--- config.mk ---
export PLATFORM = sky130hd
export DESIGN_NAME = zlib_stored_stream_wrapper_flat
export DESIGN_NICKNAME = d
export VERILOG_FILES = /design/src/hdl/zsw_pkg.sv /design/src/hdl/zsw_in_if.sv /design/src/hdl/zsw_out_if.sv /design/src/hdl/zlib_stored_stream_wrapper.sv /design/src/hdl/zsw_front.sv /design/src/hdl/zsw_fifo.sv /design/src/hdl/zsw_back.sv /design/src/flat_wrapper.sv
export SDC_FILE = /design/constraint.sdc
export NUM_CORES = 1
export LEC_CHECK = 0
export ABC_AREA = 1
export BUFFER_PORTS_ARGS = -buffer_cell sky130_fd_sc_hd__buf_4
export CORE_MARGIN = 2
export CORE_UTILIZATION = 45
export CTS_CLUSTER_DIAMETER = 150
export DETAILED_ROUTE_END_ITERATION = 8
export GPL_TIMING_DRIVEN = 0
export PLACE_DENSITY_LB_ADDON = 0.2
export SLEW_MARGIN = 15
export SYNTH_ARGS = -nofsm -noshare
export SYNTH_HDL_FRONTEND = slang
export SYNTH_HIERARCHICAL = 1
export SYNTH_SLANG_ARGS = --single-unit
--- constraint.sdc ---
create_clock -name clk_i -period 13 [get_ports clk_i]
set_clock_uncertainty 0.2 [all_clocks]
set_input_delay 2.6 -clock clk_i [delete_from_list [all_inputs] [get_ports clk_i]]
set_output_delay 2.6 -clock clk_i [all_outputs]
set_load 0.005 [all_outputs]
--- src/hdl/zsw_pkg.sv ---
package zsw_pkg;

  localparam int ByteW = 8;
  localparam int LenW  = 32;
  localparam int BlkW  = 16;

  // zlib header: deflate, 32K window, no dictionary, fastest level
  localparam logic [ByteW-1:0] ZlibCmf = 8'h78;
  localparam logic [ByteW-1:0] ZlibFlg = 8'h01;

  // stored block length limit (16-bit LEN field)
  localparam logic [LenW-1:0] MaxBlockBytes = 32'd65535;

  // Adler-32 modulus
  localparam logic [BlkW:0] AdlerMod = 17'd65521;

  // one queued data byte and what must be emitted around it
  typedef struct packed {
    logic [ByteW-1:0] data_byte;
    logic             sos;      // stream start: zlib header first
    logic             sob;      // block start: stored block header first
    logic             fin;      // BFINAL of that block header
    logic [BlkW-1:0]  blk_len;  // LEN of that block header
    logic             last;     // last byte: Adler trailer follows
  } zsw_entry_t;

endpackage

--- src/hdl/zsw_in_if.sv ---
interface zsw_in_if;
  logic       valid;
  logic       ready;
  logic [7:0] data_byte;

  modport source (output valid, output data_byte, input ready);
  modport sink (input valid, input data_byte, output ready);
endinterface

--- src/hdl/zsw_out_if.sv ---
interface zsw_out_if;
  logic       valid;
  logic       ready;
  logic [7:0] out_byte;
  logic       last_of_run;
  logic       end_of_stream;

  modport source (output valid, output out_byte, output last_of_run, output end_of_stream,
                  input ready);
  modport sink (input valid, input out_byte, input last_of_run, input end_of_stream,
                output ready);
endinterface

--- src/hdl/zlib_stored_stream_wrapper.sv ---
// Channel   Dir  Payload                                   Transfer when
// in_ch     in   data_byte[7:0]                            valid && ready
// out_ch    out  out_byte[7:0], last_of_run, end_of_stream valid && ready
// cfg       in   cfg_wdata_i[31:0] (stream_length)         cfg_we_i
//
// One data byte is taken per cycle while the queue has room; the output side
// sends one byte per cycle while out_ch is ready, with 2 zlib header bytes at
// stream start, 5 stored header bytes at block start and 4 Adler-32 bytes at
// stream end. The single output byte sequencer sets the long-run rate.
// The queue of FIFO_DEPTH entries lets input run ahead during header bursts.
// Reset (rst_ni low, asynchronous) clears all control state; stream_length
// returns to 1. Either side may stall at any cycle without loss.
module zlib_stored_stream_wrapper #(
  parameter int FIFO_DEPTH = 4
) (
  input  logic        clk_i,
  input  logic        rst_ni,
  input  logic        cfg_we_i,
  input  logic [31:0] cfg_wdata_i,
  zsw_in_if.sink      in_ch,
  zsw_out_if.source   out_ch
);
  import zsw_pkg::*;

  // classified byte handed from front to back
  zsw_entry_t push_entry, head;
  logic       push, full, pop, empty;

  // Front: latch the length at stream start, track stream and block counts,
  // tag each byte with the headers and trailer it needs.
  zsw_front u_front (
    .clk_i        (clk_i),
    .rst_ni       (rst_ni),
    .cfg_we_i     (cfg_we_i),
    .cfg_wdata_i  (cfg_wdata_i),
    .in_ch        (in_ch),
    .full_i       (full),
    .push_o       (push),
    .push_entry_o (push_entry)
  );

  // Queue: decouple input acceptance from header and trailer bursts.
  zsw_fifo #(
    .DEPTH (FIFO_DEPTH)
  ) u_fifo (
    .clk_i        (clk_i),
    .rst_ni       (rst_ni),
    .push_i       (push),
    .push_entry_i (push_entry),
    .full_o       (full),
    .pop_i        (pop),
    .empty_o      (empty),
    .head_o       (head)
  );

  // Back: expand each entry into its output bytes, advance Adler-32 on data
  // bytes, drive the registered output stage.
  zsw_back u_back (
    .clk_i   (clk_i),
    .rst_ni  (rst_ni),
    .empty_i (empty),
    .head_i  (head),
    .pop_o   (pop),
    .out_ch  (out_ch)
  );

endmodule

--- src/hdl/zsw_front.sv ---
module zsw_front (
  input  logic                clk_i,
  input  logic                rst_ni,
  input  logic                cfg_we_i,
  input  logic [31:0]         cfg_wdata_i,
  zsw_in_if.sink              in_ch,
  input  logic                full_i,
  output logic                push_o,
  output zsw_pkg::zsw_entry_t push_entry_o
);
  import zsw_pkg::*;

  logic [LenW-1:0] len_q;
  logic            started_q, started_d;
  logic [LenW-1:0] brem_q, brem_d;
  logic [BlkW-1:0] blkrem_q, blkrem_d;

  logic [LenW-1:0] len_eff, brem, blk32;
  logic [BlkW-1:0] blkrem, blk_cur;
  logic            sob, fin, last, accept;

  assign in_ch.ready = !full_i;
  assign accept      = in_ch.valid && in_ch.ready;

  always_comb begin
    len_eff = (len_q == '0) ? LenW'(1) : len_q;
    brem    = started_q ? brem_q : len_eff;
    blkrem  = started_q ? blkrem_q : '0;
    sob     = (blkrem == '0);
    blk32   = (brem > MaxBlockBytes) ? MaxBlockBytes : brem;
    fin     = (blk32 == brem);
    blk_cur = sob ? blk32[BlkW-1:0] : blkrem;
    last    = (brem == LenW'(1));

    started_d = !last;
    brem_d    = brem - LenW'(1);
    blkrem_d  = last ? '0 : blk_cur - BlkW'(1);
  end

  always_comb begin
    push_o                 = accept;
    push_entry_o.data_byte = in_ch.data_byte;
    push_entry_o.sos       = !started_q;
    push_entry_o.sob       = sob;
    push_entry_o.fin       = fin;
    push_entry_o.blk_len   = blk32[BlkW-1:0];
    push_entry_o.last      = last;
  end

  always_ff @(posedge clk_i or negedge rst_ni) begin
    if (!rst_ni) begin
      len_q     <= LenW'(1);
      started_q <= 1'b0;
      brem_q    <= '0;
      blkrem_q  <= '0;
    end else begin
      if (cfg_we_i) begin
        len_q <= cfg_wdata_i;
      end
      if (accept) begin
        started_q <= started_d;
        brem_q    <= brem_d;
        blkrem_q  <= blkrem_d;
      end
    end
  end

endmodule

--- src/hdl/zsw_fifo.sv ---
module zsw_fifo #(
  parameter int DEPTH = 4
) (
  input  logic                clk_i,
  input  logic                rst_ni,
  input  logic                push_i,
  input  zsw_pkg::zsw_entry_t push_entry_i,
  output logic                full_o,
  input  logic                pop_i,
  output logic                empty_o,
  output zsw_pkg::zsw_entry_t head_o
);
  import zsw_pkg::*;

  localparam int PtrW = (DEPTH > 1) ? $clog2(DEPTH) : 1;
  localparam int CntW = $clog2(DEPTH + 1);

  zsw_entry_t      mem_q [DEPTH];
  logic [PtrW-1:0] wr_ptr_q, rd_ptr_q;
  logic [CntW-1:0] cnt_q;
  logic            do_push, do_pop;

  assign full_o  = (cnt_q == CntW'(DEPTH));
  assign empty_o = (cnt_q == '0);
  assign head_o  = mem_q[rd_ptr_q];
  assign do_push = push_i && !full_o;
  assign do_pop  = pop_i && !empty_o;

  function automatic logic [PtrW-1:0] ptr_inc(input logic [PtrW-1:0] p);
    ptr_inc = (p == PtrW'(DEPTH - 1)) ? '0 : p + PtrW'(1);
  endfunction

  always_ff @(posedge clk_i) begin
    if (do_push) begin
      mem_q[wr_ptr_q] <= push_entry_i;
    end
  end

  always_ff @(posedge clk_i or negedge rst_ni) begin
    if (!rst_ni) begin
      wr_ptr_q <= '0;
      rd_ptr_q <= '0;
      cnt_q    <= '0;
    end else begin
      if (do_push) begin
        wr_ptr_q <= ptr_inc(wr_ptr_q);
      end
      if (do_pop) begin
        rd_ptr_q <= ptr_inc(rd_ptr_q);
      end
      if (do_push && !do_pop) begin
        cnt_q <= cnt_q + CntW'(1);
      end else if (do_pop && !do_push) begin
        cnt_q <= cnt_q - CntW'(1);
      end
    end
  end

`ifndef NO_ASSERTIONS
  a_cnt_bound: assert property (@(posedge clk_i) disable iff (!rst_ni)
    cnt_q <= CntW'(DEPTH))
    else $error("queue count out of range");
`endif

endmodule

--- src/hdl/zsw_back.sv ---
module zsw_back (
  input  logic                clk_i,
  input  logic                rst_ni,
  input  logic                empty_i,
  input  zsw_pkg::zsw_entry_t head_i,
  output logic                pop_o,
  zsw_out_if.source           out_ch
);
  import zsw_pkg::*;

  typedef enum logic [3:0] {
    PH_ZH0, PH_ZH1,
    PH_BH0, PH_BH1, PH_BH2, PH_BH3, PH_BH4,
    PH_DATA,
    PH_AD0, PH_AD1, PH_AD2, PH_AD3
  } phase_e;

  phase_e           phase_q, cur_ph, next_ph;
  logic             busy_q;
  logic             out_valid_q, out_last_q, out_eos_q;
  logic [ByteW-1:0] out_byte_q, cur_byte;
  logic [BlkW-1:0]  sum_low_q, sum_high_q, low_n, high_n;
  logic [BlkW:0]    s1, s2;
  logic             advance, emit, ent_done;

  assign advance = !out_valid_q || out_ch.ready;
  assign emit    = advance && !empty_i;

  always_comb begin
    if (busy_q) begin
      cur_ph = phase_q;
    end else if (head_i.sos) begin
      cur_ph = PH_ZH0;
    end else if (head_i.sob) begin
      cur_ph = PH_BH0;
    end else begin
      cur_ph = PH_DATA;
    end
  end

  always_comb begin
    ent_done = 1'b0;
    next_ph  = cur_ph;
    cur_byte = head_i.data_byte;
    case (cur_ph)
      PH_ZH0: begin
        cur_byte = ZlibCmf;
        next_ph  = PH_ZH1;
      end
      PH_ZH1: begin
        cur_byte = ZlibFlg;
        next_ph  = PH_BH0;
      end
      PH_BH0: begin
        cur_byte = {7'b0, head_i.fin};
        next_ph  = PH_BH1;
      end
      PH_BH1: begin
        cur_byte = head_i.blk_len[7:0];
        next_ph  = PH_BH2;
      end
      PH_BH2: begin
        cur_byte = head_i.blk_len[15:8];
        next_ph  = PH_BH3;
      end
      PH_BH3: begin
        cur_byte = ~head_i.blk_len[7:0];
        next_ph  = PH_BH4;
      end
      PH_BH4: begin
        cur_byte = ~head_i.blk_len[15:8];
        next_ph  = PH_DATA;
      end
      PH_DATA: begin
        cur_byte = head_i.data_byte;
        next_ph  = PH_AD0;
        ent_done = !head_i.last;
      end
      PH_AD0: begin
        cur_byte = sum_high_q[15:8];
        next_ph  = PH_AD1;
      end
      PH_AD1: begin
        cur_byte = sum_high_q[7:0];
        next_ph  = PH_AD2;
      end
      PH_AD2: begin
        cur_byte = sum_low_q[15:8];
        next_ph  = PH_AD3;
      end
      PH_AD3: begin
        cur_byte = sum_low_q[7:0];
        ent_done = 1'b1;
      end
      default: begin
        ent_done = 1'b1;
      end
    endcase
  end

  // Adler-32 step: both partial sums stay below twice the modulus
  always_comb begin
    s1     = {1'b0, sum_low_q} + {9'b0, head_i.data_byte};
    low_n  = (s1 >= AdlerMod) ? BlkW'(s1 - AdlerMod) : s1[BlkW-1:0];
    s2     = {1'b0, sum_high_q} + {1'b0, low_n};
    high_n = (s2 >= AdlerMod) ? BlkW'(s2 - AdlerMod) : s2[BlkW-1:0];
  end

  assign pop_o = emit && ent_done;

  always_ff @(posedge clk_i or negedge rst_ni) begin
    if (!rst_ni) begin
      phase_q     <= PH_ZH0;
      busy_q      <= 1'b0;
      out_valid_q <= 1'b0;
      out_last_q  <= 1'b0;
      out_eos_q   <= 1'b0;
      out_byte_q  <= '0;
      sum_low_q   <= BlkW'(1);
      sum_high_q  <= '0;
    end else begin
      if (emit) begin
        out_valid_q <= 1'b1;
        out_byte_q  <= cur_byte;
        out_last_q  <= ent_done;
        out_eos_q   <= (cur_ph == PH_AD3);
        busy_q      <= !ent_done;
        phase_q     <= next_ph;
        if (cur_ph == PH_ZH0) begin
          sum_low_q  <= BlkW'(1);
          sum_high_q <= '0;
        end else if (cur_ph == PH_DATA) begin
          sum_low_q  <= low_n;
          sum_high_q <= high_n;
        end
      end else if (out_ch.ready) begin
        out_valid_q <= 1'b0;
      end
    end
  end

  assign out_ch.valid         = out_valid_q;
  assign out_ch.out_byte      = out_byte_q;
  assign out_ch.last_of_run   = out_last_q;
  assign out_ch.end_of_stream = out_eos_q;

`ifndef NO_ASSERTIONS
  a_busy_has_head: assert property (@(posedge clk_i) disable iff (!rst_ni)
    busy_q |-> !empty_i)
    else $error("sequencer mid-entry with empty queue");
  a_sum_low_range: assert property (@(posedge clk_i) disable iff (!rst_ni)
    {1'b0, sum_low_q} < AdlerMod)
    else $error("Adler low sum not reduced");
  a_sum_high_range: assert property (@(posedge clk_i) disable iff (!rst_ni)
    {1'b0, sum_high_q} < AdlerMod)
    else $error("Adler high sum not reduced");
  a_eos_ends_run: assert property (@(posedge clk_i) disable iff (!rst_ni)
    out_valid_q && out_eos_q |-> out_last_q)
    else $error("end of stream without end of run");
`endif

endmodule

--- src/flat_wrapper.sv ---
// flat-port wrapper written by rule: the top's interface ports become plain ports
module zlib_stored_stream_wrapper_flat import zsw_pkg::*;
#(
  parameter int FIFO_DEPTH = 4
)
  (clk_i, rst_ni, cfg_we_i, cfg_wdata_i, in_ch_valid, in_ch_data_byte, in_ch_ready, out_ch_valid, out_ch_out_byte, out_ch_last_of_run, out_ch_end_of_stream, out_ch_ready);
  zsw_in_if in_ch_i ();
  zsw_out_if out_ch_i ();
  input  logic clk_i;
  input  logic rst_ni;
  input  logic cfg_we_i;
  input  logic [31:0] cfg_wdata_i;
  input wire logic [$bits(in_ch_i.valid)-1:0] in_ch_valid;
  input wire logic [$bits(in_ch_i.data_byte)-1:0] in_ch_data_byte;
  output wire logic [$bits(in_ch_i.ready)-1:0] in_ch_ready;
  output wire logic [$bits(out_ch_i.valid)-1:0] out_ch_valid;
  output wire logic [$bits(out_ch_i.out_byte)-1:0] out_ch_out_byte;
  output wire logic [$bits(out_ch_i.last_of_run)-1:0] out_ch_last_of_run;
  output wire logic [$bits(out_ch_i.end_of_stream)-1:0] out_ch_end_of_stream;
  input wire logic [$bits(out_ch_i.ready)-1:0] out_ch_ready;
  assign in_ch_i.valid = in_ch_valid;
  assign in_ch_i.data_byte = in_ch_data_byte;
  assign in_ch_ready = in_ch_i.ready;
  assign out_ch_valid = out_ch_i.valid;
  assign out_ch_out_byte = out_ch_i.out_byte;
  assign out_ch_last_of_run = out_ch_i.last_of_run;
  assign out_ch_end_of_stream = out_ch_i.end_of_stream;
  assign out_ch_i.ready = out_ch_ready;
  zlib_stored_stream_wrapper #(.FIFO_DEPTH(FIFO_DEPTH)) u_core (.clk_i(clk_i), .rst_ni(rst_ni), .cfg_we_i(cfg_we_i), .cfg_wdata_i(cfg_wdata_i), .in_ch(in_ch_i), .out_ch(out_ch_i));
endmodule
==> summary.txt <==
Placement
  – Routability cong.: 0.9388
  – Detail Placement HPWL: 32950 um
  – Placed insts: 2558
  – I/O Buffers: 47

Yosys
  – Mapped Area: 0.01591 mm2
  – Largest family of logic cells by synthesized area: simple AND/OR/NAND/NOR gates
  – Post-synthesis xor/xnor area fraction: 1.982%
  – Post-synthesis average cell area: 7.756 um2
  – Post-Synth Simple-Gate Area: 30.77%
  – Yosys cell types: 61
  – Top FF cell, synth: dfrtp_1
  – Seq cells post-synth: 248
  – Ys Warns: 6
  – Post-synthesis mux area share: 0.1416%
  – Adder-cell area share of the yosys netlist: 3.445%
  – Number of enable flip-flop cells after synthesis: 112
  – Post-synthesis sequential area ratio: 42.55%
  – Compound-Gate Fraction of Synth Area: 10.41%
  – Cells after synthesis: 2051
  – Share of synthesized registers carrying an async set or reset: 54.84%
  – Synthesized Nets: 2138

Timing
  – Slew HR: 37.49%
  – Worst-margin pin slew: 933.3 ps
  – Tmin final: 6223 ps
  – Fmax: 0.1607 GHz
  – Hold Vio Cnt, Final: 0
  – RSZ-0062 raised after global routing: no
  – Final worst-path cycle share: 47.87%
  – Final setup vio count: 0
  – Setup tns final: 0 ps
  – Fin. max-slew vios: 0

Clocking
  – Post-CTS Setup Bufs: 0
  – Hold_buf cts: 0
  – Clock-pin slew on the worst setup and hold paths: 60 ps
  – Cts repair resizes: 0
  – CTS max path bufs: 3
  – CTS Buf Count: 27
  – CTS tree: done
  – Clock latency on the worst-skew pair: 570 ps
  – Clk sinks: 248
  – Root Buffer: clkbuf_16
  – Htree depth: 1

Floorplanning
  – Chip height: 192.0 um
  – Io pins: 57
  – Initial core utilization: 45.83%
  – Die Width: 192.0 um
  – Die Area: 0.03687 mm2
  – Core ar.: 0.03471 mm2
  – Site Rows: 68

Layout
  – Nets: 2219
  – Area delta synth->final: 12.33%
  – Fin cells: 2608
  – N_diodes: 0
  – Share of cells above drive strength 1: 14.54%

Setup path
  – Critical setup path kind: register to register
  – Flop-to-flop setup slack: 6780 ps
  – Cell mode on critical path: nand2_1
  – Arrival @ worst endpoint: 6430 ps
  – Slowest CP cell: fa_1
  – Reg2reg path depth: 38
  – Reg-to-Reg End: u_core/u_back/sum_high_q[11]
  – Crit path from: u_core/u_fifo/rd_ptr_q[0]
  – Startpoint Class: register
  – RR Startpoint: u_core/u_fifo/rd_ptr_q[0]
  – Worst path max stage delay: 440 ps
  – Kind of end point of the critical path: register
  – Crit-path max FO: 10
  – Worst EP required: 13210 ps

Detailed routing
  – DR iter-0 viols: 1032
  – Wirelength per Cell: 16.65 um
  – Drt first pass iters: 5
  – Total wire length: 43420 um
  – Drt drc: 0
  – Total number of vias: 13559
  – Vias per inst: 5.199
  – Final ANT Viol Nets: 0

Power
  – Leak pwr: 8.527 nW
  – Maximum vdd drop: 141.4 uV
  – Pwr/cell area: 273.6 mW/mm2

Worst hold path
  – HP Class: register to register
  – Hold depth: 2
  – Hold Path End: u_core/u_front/brem_q[5]
  – HP Start: u_core/u_front/brem_q[5]

Global routing
  – Total track usage: 23.92%
  – Initial antenna violation count: 0
  – First-pass GRT wire length: 69200 um
  – Largest net degree at the start of global routing: 90
  – Total grt overflow: 0
  – Vias in the first global route: 12642

Run
  – Max Cap Viol: 0

Status
  – Run status: finished clean
[layout make-up]
cell class	count	area (um2)
fillers	3317	16840
multi-input cells	1417	7466
flip-flops and latches	248	6769
inverters	319	1201
clock buffers	31	690.7
well taps	455	569.3
plain buffers	67	501.7
repair buffers	52	490.5
clock inverters	19	180.2
[layer usage]
| layer | global-route usage [%] | routed length [um] | share of wire (%) |
|---|---|---|---|
| met5 | 0 | 0 | 0 |
| met4 | 5.314 | 877 | 2.0 |
| met3 | 2.686 | 2324 | 5.4 |
| met2 | 37.06 | 18890 | 44 |
| met1 | 35.91 | 21330 | 49 |
[flip-flops by register name, indices dropped and copies added, names as in the netlist, 4 cells and up]
name / count
u_core/u_fifo/mem_q: 112
u_core/u_front/len_q: 32
u_core/u_back/out_ch.out_byte: 8
u_core/u_back/sum_high_q: 16
u_core/u_front/blkrem_q: 16
u_core/u_front/brem_q: 32
u_core/u_back/phase_q: 4
u_core/u_back/sum_low_q: 16
[critical path: cells and delay by family, from the launching register on]
family                     cells  cell delay (ps)
buffers and inverters          7              910
and+or+nand+nor               25             3010
adders and majority gates      4             1320
DFF                            1              390
AOI/OAI and AO/OA              2              250
[cell families after synthesis]
kind of cell / count (synthesis)
xor gates and xnor gates: 36
DFF: 248
AOI/OAI and AO/OA: 246
and+or+nand+nor: 1091
buffers and inverters: 386
adders and majority gates: 42
muxes: 2
[metrics by stage]
stage	hold WS (ps)	util (%)	cell area, um2	power (mW)	worst slack [ps]
global placement	261.7	48.48	16830	4.025	5774
detailed placement	265.8	48.97	17000	4.085	6858
floorplan	248.7	-	15910	3.341	7640
finish	277.5	51.47	17870	4.889	6777
CTS	283.9	51.47	17870	4.868	6802
global route	301.3	51.47	17870	5.326	6206
[power by group]
part           internal (mW)  switching [mW]  total, mW  leakage (nW)
logic                  0.977            2.03       3.01          5.56
clock network          0.427           0.335      0.762         0.432
registers               1.01           0.107       1.12          2.54
[how the worst max path moves through the flow]
| stage | endpoint | slack [ps] | cells past startpoint |
|---|---|---|---|
| 3_5_place_dp | u_core/u_back/sum_high_q[11] | 6860 | 38 |
| 4_1_cts | u_core/u_back/sum_high_q[11] | 6800 | 38 |
| 6_report | u_core/u_back/sum_high_q[11] | 6780 | 38 |
| 3_3_place_gp | u_core/u_fifo/mem_q[3][25] | 5770 | 7 |
| 2_1_floorplan | u_core/u_fifo/mem_q[0][0] | 7640 | 6 |
| 5_1_grt | u_core/u_back/sum_high_q[11] | 6210 | 38 |
[cells in the mapped netlist, drive strengths merged (3+ instances only)]
master / n / share of area [%]
a21oi: 22 / 0.79
a221oi: 8 / 0.44
a31oi: 9 / 0.35
and2: 6 / 0.24
buf: 46 / 2.7
clkbuf: 21 / 0.50
dfrtp: 134 / 21
edfxtp: 112 / 21
fa: 3 / 0.38
ha: 39 / 3.1
inv: 317 / 7.5
nand2: 708 / 18
nand3: 138 / 5.1
nand3b: 7 / 0.43
nand4: 33 / 1.3
nor2: 175 / 5.1
nor3: 12 / 0.51
nor4: 5 / 0.20
o2111ai: 3 / 0.17
o211ai: 58 / 3.7
o21ai: 126 / 4.0
o221ai: 3 / 0.17
o22ai: 8 / 0.31
or2: 4 / 0.17
xnor2: 8 / 0.44
xor2: 28 / 1.5
[layout by cell type, fill, tap and decap left out, types with 11 or more instances in the layout]
cell,netlist,layout
buf_4,15,61
o21ai_0,91,91
nor2_4,14,18
nor2_1,145,141
o211ai_1,27,27
ha_1,39,39
o21ai_1,34,34
clkbuf_1,21,25
nand3_1,122,122
nand4_1,33,33
nand3_2,11,11
edfxtp_1,112,112
o211ai_2,31,31
clkbuf_16,0,27
buf_6,20,20
nor2_2,15,15
nand2_1,662,662
nand2_2,42,42
inv_1,293,293
a21oi_1,18,18
inv_2,23,23
dfrtp_1,134,134
xor2_1,28,28
Note: power is estimated with default switching activity, not from simulation.
